--- config.mk ---
export PLATFORM = sky130hd
export DESIGN_NAME = binary_to_decimal_ascii_top
export DESIGN_NICKNAME = d
export VERILOG_FILES = /design/src/hw/rtl/b2da_pkg.sv /design/src/hw/rtl/b2da_front.sv /design/src/hw/rtl/b2da_fifo.sv /design/src/hw/rtl/b2da_back.sv /design/src/hw/rtl/binary_to_decimal_ascii_top.sv
export SDC_FILE = /design/constraint.sdc
export NUM_CORES = 1
export LEC_CHECK = 0
export BUFFER_PORTS_ARGS = -buffer_cell sky130_fd_sc_hd__buf_2
export CAP_MARGIN = 20
export CORE_ASPECT_RATIO = 1.4
export CORE_MARGIN = 2
export CORE_UTILIZATION = 46
export DETAILED_ROUTE_END_ITERATION = 16
export MAX_ROUTING_LAYER = met4
export PLACE_DENSITY = 0.71
export SYNTH_ARGS = -nofsm -noshare
export SYNTH_HDL_FRONTEND = slang
export SYNTH_HIERARCHICAL = 1
export SYNTH_SLANG_ARGS = --single-unit
export TNS_END_PERCENT = 10
--- constraint.sdc ---
create_clock -name clk -period 4.65 [get_ports clk]
set_input_delay 0.2325 -clock clk [delete_from_list [all_inputs] [get_ports clk]]
set_output_delay 0.2325 -clock clk [all_outputs]
set_load 0.01 [all_outputs]
--- src/hw/rtl/b2da_pkg.sv ---
// shared constants and types for the binary to decimal ascii converter
`default_nettype none

package b2da_pkg;

	localparam int InWidth   = 32;
	localparam int MaxDigits = 10;
	localparam int DigitW    = 4;
	localparam int IdxW      = $clog2(MaxDigits);
	localparam int CntW      = $clog2(InWidth);
	localparam int CharW     = 6;
	localparam int QDepth    = 2;
	localparam int QPtrW     = (QDepth > 1) ? $clog2(QDepth) : 1;
	localparam int QCntW     = $clog2(QDepth + 1);

	localparam logic [CharW-1:0] AsciiZero = CharW'(48);

	typedef logic [MaxDigits-1:0][DigitW-1:0] bcd_t;

	// one converted value: packed bcd digits and the index of the leading digit
	typedef struct packed {
		bcd_t            digits;
		logic [IdxW-1:0] top;
	} q_entry_t;

endpackage

`default_nettype wire

--- src/hw/rtl/b2da_front.sv ---
// front end: accepts a value and converts it to bcd by shift and add-3
`default_nettype none

module b2da_front
	import b2da_pkg::*;
(
	input  wire logic               clk,
	input  wire logic               arst_n,
	input  wire logic               in_valid,
	output logic                    in_ready,
	input  wire logic [InWidth-1:0] value,
	output logic                    push,
	output q_entry_t                push_data,
	input  wire logic               full
);

	typedef enum logic [1:0] {ST_IDLE, ST_CONV, ST_PUSH} state_t;

	state_t             state_q;
	logic [CntW-1:0]    cnt_q;
	logic [InWidth-1:0] bin_q;
	bcd_t               bcd_q;
	bcd_t               adj;
	logic [IdxW-1:0]    top;

	// add 3 to every digit of 5 or more before the shift
	always_comb begin
		for (int i = 0; i < MaxDigits; i++) begin
			adj[i] = (bcd_q[i] >= DigitW'(5)) ? bcd_q[i] + DigitW'(3) : bcd_q[i];
		end
	end

	// leading nonzero digit, zero keeps a single digit
	always_comb begin
		top = '0;
		for (int i = 0; i < MaxDigits; i++) begin
			if (bcd_q[i] != '0) top = IdxW'(i);
		end
	end

	assign in_ready         = (state_q == ST_IDLE);
	assign push             = (state_q == ST_PUSH) && !full;
	assign push_data.digits = bcd_q;
	assign push_data.top    = top;

	always_ff @(posedge clk or negedge arst_n) begin
		if (!arst_n) begin
			state_q <= ST_IDLE;
			cnt_q   <= '0;
		end else begin
			unique case (state_q)
				ST_IDLE: begin
					if (in_valid) begin
						state_q <= ST_CONV;
						cnt_q   <= '0;
					end
				end
				ST_CONV: begin
					cnt_q <= cnt_q + CntW'(1);
					if (cnt_q == CntW'(InWidth - 1)) state_q <= ST_PUSH;
				end
				ST_PUSH: begin
					if (!full) state_q <= ST_IDLE;
				end
				default: state_q <= ST_IDLE;
			endcase
		end
	end

	always_ff @(posedge clk) begin
		if (in_valid && in_ready) begin
			bin_q <= value;
			bcd_q <= '0;
		end else if (state_q == ST_CONV) begin
			{bcd_q, bin_q} <= {adj, bin_q} << 1;
		end
	end

endmodule

`default_nettype wire

--- src/hw/rtl/b2da_fifo.sv ---
// short queue of converted values between front and back end
`default_nettype none

module b2da_fifo
	import b2da_pkg::*;
(
	input  wire logic     clk,
	input  wire logic     arst_n,
	input  wire logic     push,
	input  wire q_entry_t push_data,
	output logic          full,
	input  wire logic     pop,
	output q_entry_t      pop_data,
	output logic          empty
);

	q_entry_t         mem_q [QDepth];
	logic [QPtrW-1:0] wr_ptr_q;
	logic [QPtrW-1:0] rd_ptr_q;
	logic [QCntW-1:0] cnt_q;

	assign full     = (cnt_q == QCntW'(QDepth));
	assign empty    = (cnt_q == '0);
	assign pop_data = mem_q[rd_ptr_q];

	always_ff @(posedge clk or negedge arst_n) begin
		if (!arst_n) begin
			wr_ptr_q <= '0;
			rd_ptr_q <= '0;
			cnt_q    <= '0;
		end else begin
			if (push) begin
				wr_ptr_q <= (wr_ptr_q == QPtrW'(QDepth - 1)) ? '0 : wr_ptr_q + QPtrW'(1);
			end
			if (pop) begin
				rd_ptr_q <= (rd_ptr_q == QPtrW'(QDepth - 1)) ? '0 : rd_ptr_q + QPtrW'(1);
			end
			if (push && !pop) cnt_q <= cnt_q + QCntW'(1);
			else if (pop && !push) cnt_q <= cnt_q - QCntW'(1);
		end
	end

	always_ff @(posedge clk) begin
		if (push) mem_q[wr_ptr_q] <= push_data;
	end

`ifndef SYNTHESIS
	a_no_overflow: assert property (@(posedge clk) disable iff (!arst_n) push |-> !full)
		else $error("queue written while full");
	a_no_underflow: assert property (@(posedge clk) disable iff (!arst_n) pop |-> !empty)
		else $error("queue read while empty");
	a_cnt_range: assert property (@(posedge clk) disable iff (!arst_n)
		cnt_q <= QCntW'(QDepth))
		else $error("queue fill count out of range");
`endif

endmodule

`default_nettype wire

--- src/hw/rtl/b2da_back.sv ---
// back end: sends the digits of one queued value, most significant first
`default_nettype none

module b2da_back
	import b2da_pkg::*;
(
	input  wire logic      clk,
	input  wire logic      arst_n,
	input  wire logic      empty,
	input  wire q_entry_t  pop_data,
	output logic           pop,
	output logic           out_valid,
	input  wire logic      out_ready,
	output logic [CharW-1:0] digit_char,
	output logic           last
);

	logic            busy_q;
	bcd_t            bcd_q;
	logic [IdxW-1:0] idx_q;

	assign pop        = !busy_q && !empty;
	assign out_valid  = busy_q;
	assign digit_char = AsciiZero + CharW'(bcd_q[idx_q]);
	assign last       = (idx_q == '0);

	always_ff @(posedge clk or negedge arst_n) begin
		if (!arst_n) begin
			busy_q <= 1'b0;
			idx_q  <= '0;
		end else if (pop) begin
			busy_q <= 1'b1;
			idx_q  <= pop_data.top;
		end else if (busy_q && out_ready) begin
			if (idx_q == '0) busy_q <= 1'b0;
			else idx_q <= idx_q - IdxW'(1);
		end
	end

	always_ff @(posedge clk) begin
		if (pop) bcd_q <= pop_data.digits;
	end

`ifndef SYNTHESIS
	a_idx_range: assert property (@(posedge clk) disable iff (!arst_n)
		busy_q |-> (idx_q < IdxW'(MaxDigits)))
		else $error("digit index beyond buffer");
`endif

endmodule

`default_nettype wire

--- src/hw/rtl/binary_to_decimal_ascii_top.sv ---
// top level of the 32-bit binary to decimal ascii converter
//
// input channel: in_valid/in_ready with a 32-bit unsigned value per beat.
// output channel: out_valid/out_ready with one ascii digit per beat,
// most significant first, no leading zeros, last set on the final digit.
// zero gives the single digit '0'; a value gives 1 to 10 beats.
// the front end converts by shift and add-3, then writes the bcd digits
// into a two-entry queue; it takes no new value until the last one has
// been written into the queue.
// the back end sends one digit per cycle while out_ready is high, and
// pops the next value only after the last digit of the one before; the
// first digit follows the conversion, the queue and the back end register.
// when the receiver stalls, the back end holds its digit and the queue
// fills; the front end then holds in_ready low after its next conversion.
// reset empties the queue and returns both ends to idle at once.
`default_nettype none

module binary_to_decimal_ascii_top
	import b2da_pkg::*;
(
	input  wire logic               clk,
	input  wire logic               arst_n,
	input  wire logic               in_valid,
	output logic                    in_ready,
	input  wire logic [InWidth-1:0] value,
	output logic                    out_valid,
	input  wire logic               out_ready,
	output logic [CharW-1:0]        digit_char,
	output logic                    last
);

	logic     push;
	logic     full;
	logic     pop;
	logic     empty;
	q_entry_t push_data;
	q_entry_t pop_data;

	b2da_front u_front (
		.clk       (clk),
		.arst_n    (arst_n),
		.in_valid  (in_valid),
		.in_ready  (in_ready),
		.value     (value),
		.push      (push),
		.push_data (push_data),
		.full      (full)
	);

	b2da_fifo u_fifo (
		.clk       (clk),
		.arst_n    (arst_n),
		.push      (push),
		.push_data (push_data),
		.full      (full),
		.pop       (pop),
		.pop_data  (pop_data),
		.empty     (empty)
	);

	b2da_back u_back (
		.clk        (clk),
		.arst_n     (arst_n),
		.empty      (empty),
		.pop_data   (pop_data),
		.pop        (pop),
		.out_valid  (out_valid),
		.out_ready  (out_ready),
		.digit_char (digit_char),
		.last       (last)
	);

endmodule

`default_nettype wire
==> results.cfg, run 1 <==
[cells_and_area]
seq_area_um2 = 6010
final_cell_mix = edfxtp_1, nand2_1, buf_2
drive_gt1_frac = 0.218
final_common_cell = edfxtp_1
final_cells = 1035
multi_input_area_um2 = 3160
fill_cells = 1704
fin_nets = 825
utilization = 0.522
area_growth_syn_to_layout_pct = 11.9
n_antenna_cell = 0

[critical_path]
crit_top_cell = o22ai_1
r2r-start = u_back/idx_q[0]
cp.arrival_ns = 2.46
critPathCaptureType = primary output
slowest_delay_ns = 0.95
critical_path_class = flip-flop to primary output
startpoint_type = flip-flop
crit_start = u_back/idx_q[0]
worstPathMaxFanout = 20
worstPathRequired_ns = 4.42
crit_slowest_cell = dfrtp_1
crit_path_cell_trace = mux4_2 -> o22ai_1 -> o22ai_1 -> buf_2

[die]
start_util = 0.466
ios = 45
die_h_um = 174
die_x_um = 126
std_cell_rows = 62
die_area_um2 = 21900
coreArea_um2 = 20400

[run_status]
status = finished, final reports clean

[clock_tree]
cts_tree = done
cts_max_level = 1
clock_sinks = 216
cts-root-buf = clkbuf_16
cts.path.max_buffers = 3
clkLatencyLatePin_ns = 0.49
path_clk_slew_ns = 0.07
cts_made_buffers = 21
post-cts-setup-buffer-count = 0

[placed_design]
routabilityCongestion = 0.902
pre_cts_ws_ns = 2.25
portBuffers = 42
dp.cells = 982
post-dp-hpwl_um = 10700

[global_route]
use_met3 = 0.0243
overflow = 0
grt_pass1_wl_um = 26500
antenna_found_initial = 0
grt_max_degree = 55
grt-busiest-layer = met2
grt.total_usage = 0.153
use_met2 = 0.245
grt_pass1_vias = 5247
grt_use_met1 = 0.196

[power_and_ir_drop]
p_seq_frac = 0.474
sw_frac_of_total = 0.329
clockPowerShare = 0.224
p_int_mw = 4.56
switching_power_mw = 2.23
combPwrFrac = 0.302
ir_drop_mv = 0.467
leakagePower_nw = 4.08
power_density_nw_per_um2 = 638

[yosys]
ys_seq_area_frac = 0.631
synth_warnings = 6
synth.area.top_cells = edfxtp_1, dfxtp_1, mux2_4
synth_area_um2 = 9510
yosys.cell_types.count = 48
netlist_instances = 710
synth_area_leader_cell = edfxtp_1
synth_seq_cells = 216
yosys.area.top_type_share = 0.505
synth_area_per_cell_um2 = 13.4

[routing]
ant_nets = 0
initialDrtViolationCount = 308
routed_wl_um = 16200
num_vias = 5313
drc = 0
avgRoutedWirePerCell_um = 15.6
viasPerCell = 5.13
drt_pass1_iterations = 4

[timing]
timing.final.ws_setup_ns = 1.96
rsz0062_at_grt = false
final_hold_viol_count = 0
finalHoldWorstSlack_ns = 0.0172
slew-limit-headroom = 0.358
setup_viol = 0
slew_viol_final = 0
fin_crit_sh = 0.579
fin_tns_setup_ns = 0
fmax_mhz = 371
period_needed_ns = 2.69
tightest_slew_ns = 0.963
skew_ns = 0.0178

[hold_path]
min-delay-start = value[24]
hp-class = primary input to flip-flop

[job]
drv_cap = 0
final cells by class:
type,count,share of cell area
timing repair buffer,65,0.0425
tap,256,0.0301
sequential,216,0.564
clock buffer,23,0.0500
inverter,25,0.00881
multi-input combinational,436,0.297
clock inverter,14,0.00775
metrics by stage:
stage,total power [mW],cell area (um2)
after global placement,5.22,9840
after floorplan,4.90,9520
after global routing,7.24,10700
final,6.79,10700
after detailed placement,5.31,9860
after CTS,6.85,10600
final timing paths:
path	to	slack (ns)	cells after the start
worst max-delay path	digit_char[1]	1.96	4
worst min-delay path	u_front/bin_q[24]	0.02	3
max in group asynchronous	u_fifo/rd_ptr_q	4.12	2
min in group asynchronous	u_back/idx_q[0]	0.21	2
worst min register to register	u_front/cnt_q[3]	0.47	1
worst max register to register	u_back/idx_q[3]	2.28	5
state kept, by name, summed over array words and instances, names as in the netlist:
signal and cells:
u_fifo/rd_ptr_q 1, u_front/bin_q 32, u_back/idx_q 4, u_back/out_valid 1
u_back/bcd_q 40, u_front/cnt_q 5, u_fifo/wr_ptr_q 1, u_fifo/mem_q 88
u_front/push_data 40, u_fifo/cnt_q 2, u_front/state_q 2
critical path: cells and delay by family (launching register included):
family | cells | cell delay [ns]
AO/OA/AOI/OAI | 2 | 0.28
buffers and inverters | 1 | 0.14
flip-flops | 1 | 0.95
multiplexers | 1 | 0.60
layer usage:
layer	up-vias	routed length, um
met3	27	737
met5	-	0
met2	123	7900
met1	2510	7090
li1	2653	-
met4	0	469
power groups by stage:
stage | combinational [mW] | clock (mW) | sequential, mW
CTS | 2.07 | 1.56 | 3.22
global placement | 1.98 | 0 | 3.24
global route | 2.32 | 1.62 | 3.30
floorplan | 1.92 | 0 | 2.98
detailed placement | 2.05 | 0 | 3.26
finish | 2.05 | 1.52 | 3.22
synthesized netlist by cell type, drive strengths merged:
library cell  number
xor2              13
o22ai              6
o32ai             10
inv               24
dfrtp             16
or2                2
nor3b              6
dfxtp             40
o211ai             1
o21ai             51
clkbuf             2
nor2b              6
or4                1
o2111ai            1
nand3             32
mux4               4
nor2              24
a21oi             22
or3b               1
nand2b            12
and2               2
and3               1
edfxtp           160
clkinv             1
nand2            122
buf               32
ha                24
a31o               2
or3                2
mux2              56
o31ai              1
a31oi              4
xnor2             11
nand4              1
a311oi             1
conb               1
mux2i             15
timing repair:
action	in CTS	in global routing
gates resized for setup	0	0
hold buffers	14	1
hold endpoints to repair	29	1
cells by family (layout without fill, tap and decap cells):
kind of cell,after synthesis,after routing,synth area share
flops,216,216,0.631
other cells,1,2,0.000394
simple gates,212,212,0.0990
buf+inv,59,127,0.0387
xor+xnor,24,24,0.0221
fa+ha+maj,24,24,0.0316
mux,75,75,0.107
compound gates,99,99,0.0701
Note: power is estimated with default switching activity, not from simulation.
==> inputs of run 2 (changes only) <==
- PLACE_DENSITY: 0.71 -> 0.73
- clock period: 4.65 -> 2.4 ns (I/O delays scaled with it)
==> results.cfg, run 2 (synthesis gave the netlist of run 1 again) <==
[run_status]
status = finished, final reports clean

[routing]
viasPerCell = 5.18
avgRoutedWirePerCell_um = 15.8
ant_nets = 0
num_vias = 5483
drt_pass1_iterations = 4
initialDrtViolationCount = 356
routed_wl_um = 16800
drc = 0

[die]
coreArea_um2 = 20400
die_x_um = 126
start_util = 0.466
die_h_um = 174
die_area_um2 = 21900
std_cell_rows = 62
ios = 45

[global_route]
antenna_found_initial = 0
grt_max_degree = 56
overflow = 0
grt.total_usage = 0.159
grt_pass1_wl_um = 27600
grt_pass1_vias = 5585

[placed_design]
place_area_um2 = 9930
routabilityCongestion = 0.798
portBuffers = 42
post-dp-hpwl_um = 10700

[cells_and_area]
fin_nets = 847
design_area_um2 = 10900
drive_gt1_frac = 0.217
utilization = 0.537
fill_cells = 1642
n_antenna_cell = 0
area_growth_syn_to_layout_pct = 15.1
largest_register_ffs = 88
final_common_cell = edfxtp_1
top_register = u_fifo/mem_q
final_cell_mix = edfxtp_1, nand2_1, buf_2

[timing]
setup_viol = 0
period_needed_ns = 2.20
final_hold_viol_count = 0
skew_ns = 0.0137
fin_crit_sh = 0.916
slew-limit-headroom = 0.588
slew_viol_final = 0
tightest_slew_ns = 0.616
rsz0062_at_grt = false
fmax_mhz = 455

[clock_tree]
clock_sinks = 216
cts_max_level = 1
post-cts-setup-buffer-count = 0
cts-root-buf = clkbuf_16
cts_tree = done
clkLatencyLatePin_ns = 0.50
path_clk_slew_ns = 0.06
cts.path.max_buffers = 3
cts_made_buffers = 21

[critical_path]
reg2reg_depth = 5
worstPathRequired_ns = 2.28
critPathCaptureType = primary output
worstPathMaxFanout = 16
startpoint_type = flip-flop
critical_path_class = flip-flop to primary output
cp.arrival_ns = 2.08

[power_and_ir_drop]
finalPower_mw = 13.5
leakagePower_nw = 4.21
power_density_nw_per_um2 = 1240
ir_drop_mv = 0.765

[job]
drv_cap = 0

[hold_path]
hp-class = primary input to async pin
## run 2: through the flow
| step | instances | setup WS [ns] | setup TNS (ns) | hold WS, ns |
|---|---|---|---|---|
| after CTS | 1058 | 0.0370 | 0 | 0.120 |
| after detailed placement | 986 | 0.510 | 0 | 0.0960 |
| final | 1058 | 0.201 | 0 | 0.107 |
| after global placement | 986 | 0.549 | 0 | 0.0871 |
| after floorplan | 711 | -0.0295 | -1.30 | -0.176 |
| after global routing | 1058 | 0.0682 | 0 | 0.143 |
## run 2: routing by layer
layer | global-route usage | routed length (um)
met5 | - | 0
met4 | 0.0519 | 408
met3 | 0.0203 | 573
met2 | 0.275 | 8510
met1 | 0.192 | 7270
## run 2: timing repair
| item | in CTS | in global routing |
|---|---|---|
| endpoints found under the hold margin | 49 | 0 |
| hold buffers | 34 | 0 |
| resized for setup | 0 | 2 |
| setup endpoints to repair | 0 | 2 |
## run 2: area by class of cell
type / count / area (um2) / share of cell area
clock inverter: 10 / 114 / 0.0104
tap: 256 / 320 / 0.0293
inverter: 25 / 93.8 / 0.00857
timing repair buffer: 87 / 687 / 0.0627
multi-input combinational: 436 / 3160 / 0.289
clock buffer: 28 / 562 / 0.0513
sequential: 216 / 6010 / 0.549
## run 2: final timing paths
check,start,endpoint,slack (ns)
min reg2reg,u_front/bin_q[31],u_front/push_data[4],0.45
max in group asynchronous,arst_n,u_fifo/rd_ptr_q,1.96
max reg2reg,u_back/idx_q[1],u_back/idx_q[3],0.48
max,u_back/idx_q[0],digit_char[0],0.20
min,arst_n,u_front/state_q[0],0.11
min in group clk,in_valid,u_front/cnt_q[0],0.23
## run 2: worst max-delay path, cell delays in order (launching register included)
cell     delay (ns)
dfrtp_2        0.46
buf_6          0.19
mux2i_1        0.14
mux4_2         0.47
o22ai_1        0.17
buf_2          0.15
## run 2: power by group
part / internal [mW] / total [mW] / switching, mW
clock: 1.88 / 3.22 / 1.34
combinational: 2.03 / 4.27 / 2.24
sequential: 5.23 / 6.05 / 0.814
total: 9.14 / 13.5 / 4.39
==> inputs of run 3 (changes only) <==
- BUFFER_PORTS_ARGS: -buffer_cell sky130_fd_sc_hd__buf_2 -> -buffer_cell sky130_fd_sc_hd__buf_4
- PLACE_DENSITY: 0.73 -> 0.71
- clock period: 2.4 -> 2.5 ns (I/O delays scaled with it)
==> results.cfg, run 3 (synthesis gave the netlist of run 1 again) <==
[run_status]
status = finished, final reports clean

[critical_path]
r2r-start = u_fifo/cnt_q[1]
critical_path_class = flip-flop to primary output
worstPathMaxFanout = 15
reg2reg_depth = 4
cp.arrival_ns = 2.14
worstPathRequired_ns = 2.38
reg2reg_slack_ns = 0.41
critPathCaptureType = primary output
reg2reg_to = u_fifo/mem_q[0][26]
startpoint_type = flip-flop

[cells_and_area]
area_growth_syn_to_layout_pct = 17.0
final_cell_mix = edfxtp_1, nand2_1, buf_4
drive_gt1_frac = 0.217
final_common_cell = edfxtp_1
largest_register_ffs = 88
fin_nets = 847
n_antenna_cell = 0
top_register = u_fifo/mem_q
utilization = 0.546

[hold_path]
hp-class = primary input to async pin

[die]
die_x_um = 126
die_h_um = 174
start_util = 0.466
coreArea_um2 = 20400
std_cell_rows = 62
die_area_um2 = 21900
ios = 45

[timing]
setup_viol = 0
fin_crit_sh = 0.908
fin_tns_setup_ns = 0
rsz0062_at_grt = false
slew_viol_final = 0
slew-limit-headroom = 0.585
skew_ns = 0.0160
final_hold_viol_count = 0
timing.final.ws_setup_ns = 0.230
period_needed_ns = 2.27
fmax_mhz = 441
tightest_slew_ns = 0.623

[power_and_ir_drop]
finalPower_mw = 13.3
power_density_nw_per_um2 = 1190
ir_drop_mv = 0.655
leakagePower_nw = 4.29

[global_route]
antenna_found_initial = 0
grt.total_usage = 0.156
grt_pass1_vias = 5370
grt_max_degree = 55
grt_pass1_wl_um = 27100
overflow = 0

[clock_tree]
cts_max_level = 1
cts_tree = done
cts.path.max_buffers = 3
cts-root-buf = clkbuf_16
cts_made_buffers = 22
clkLatencyLatePin_ns = 0.49
clock_sinks = 216
post-cts-setup-buffer-count = 0
path_clk_slew_ns = 0.06

[routing]
drt_pass1_iterations = 4
initialDrtViolationCount = 359
routed_wl_um = 16500
drc = 0
avgRoutedWirePerCell_um = 15.5
num_vias = 5420
viasPerCell = 5.12
ant_nets = 0

[placed_design]
pre_cts_ws_ns = 0.439
post-dp-hpwl_um = 10700
routabilityCongestion = 0.814
portBuffers = 42

[job]
drv_cap = 0
-- run 3: cell types whose count changed in the layout (fill, tap and decap cells not counted), moves of 2 or more --
cell	previous run	this run
buf_4	6	46
clkbuf_1	6	2
clkbuf_16	21	24
clkbuf_8	1	3
buf_2	42	0
clkinv_1	2	5
-- run 3: worst max-delay path by stage --
| stage | cells after the start | to | slack, ns | from |
|---|---|---|---|---|
| CTS | 5 | digit_char[3] | 0.13 | u_back/idx_q[0] |
| detailed placement | 4 | u_fifo/mem_q[0][41] | 0.44 | u_fifo/cnt_q[1] |
| global route | 5 | digit_char[3] | 0.07 | u_back/idx_q[0] |
| global placement | 4 | u_fifo/mem_q[0][41] | 0.46 | u_fifo/cnt_q[1] |
| finish | 5 | digit_char[3] | 0.23 | u_back/idx_q[0] |
| floorplan | 3 | u_fifo/mem_q[1][0] | 0.07 | u_fifo/cnt_q[1] |
-- run 3: final cells by class --
type / instances / area [um2]
multi-input cells: 436 / 3160
inverters: 25 / 93.8
well taps: 256 / 320
fillers: 1616 / 9270
clock inverters: 11 / 106
clock buffers: 29 / 649
repair buffers: 86 / 797
flip-flops and latches: 216 / 6010
-- run 3: worst max-delay path: stages (launching register included) --
cell     delay [ns]
dfrtp_1        0.52
buf_6          0.25
mux2i_1        0.09
mux4_2         0.48
o22ai_1        0.16
buf_4          0.14
-- run 3: timing repair --
item | 4_1_cts | 5_1_grt
hold buffers | 34 | 0
setup endpoints to repair | 0 | 1
resized for setup | 0 | 1
endpoints found under the hold margin | 49 | 0
-- run 3: where the power goes --
part	switching, mW	internal (mW)
combinational	2.12	2.01
sequential	0.765	5.02
clock	1.31	2.03
total	4.19	9.07
-- run 3: through the flow --
stage	std cells	hold slack, ns	instance area, um2
after floorplan	711	-0.171	9530
after global routing	1059	0.0509	11100
after detailed placement	985	0.0179	10000
final	1059	0.0407	11100
after CTS	1059	0.0392	11100
after global placement	985	0.0151	10000
-- run 3: metal layers --
layer	track usage	vias to the layer above	share of wire
met5	-	-	0
met4	0.0491	0	0.024
li1	-	2695	-
met1	0.195	2595	0.44
met2	0.264	99	0.50
met3	0.0206	31	0.035
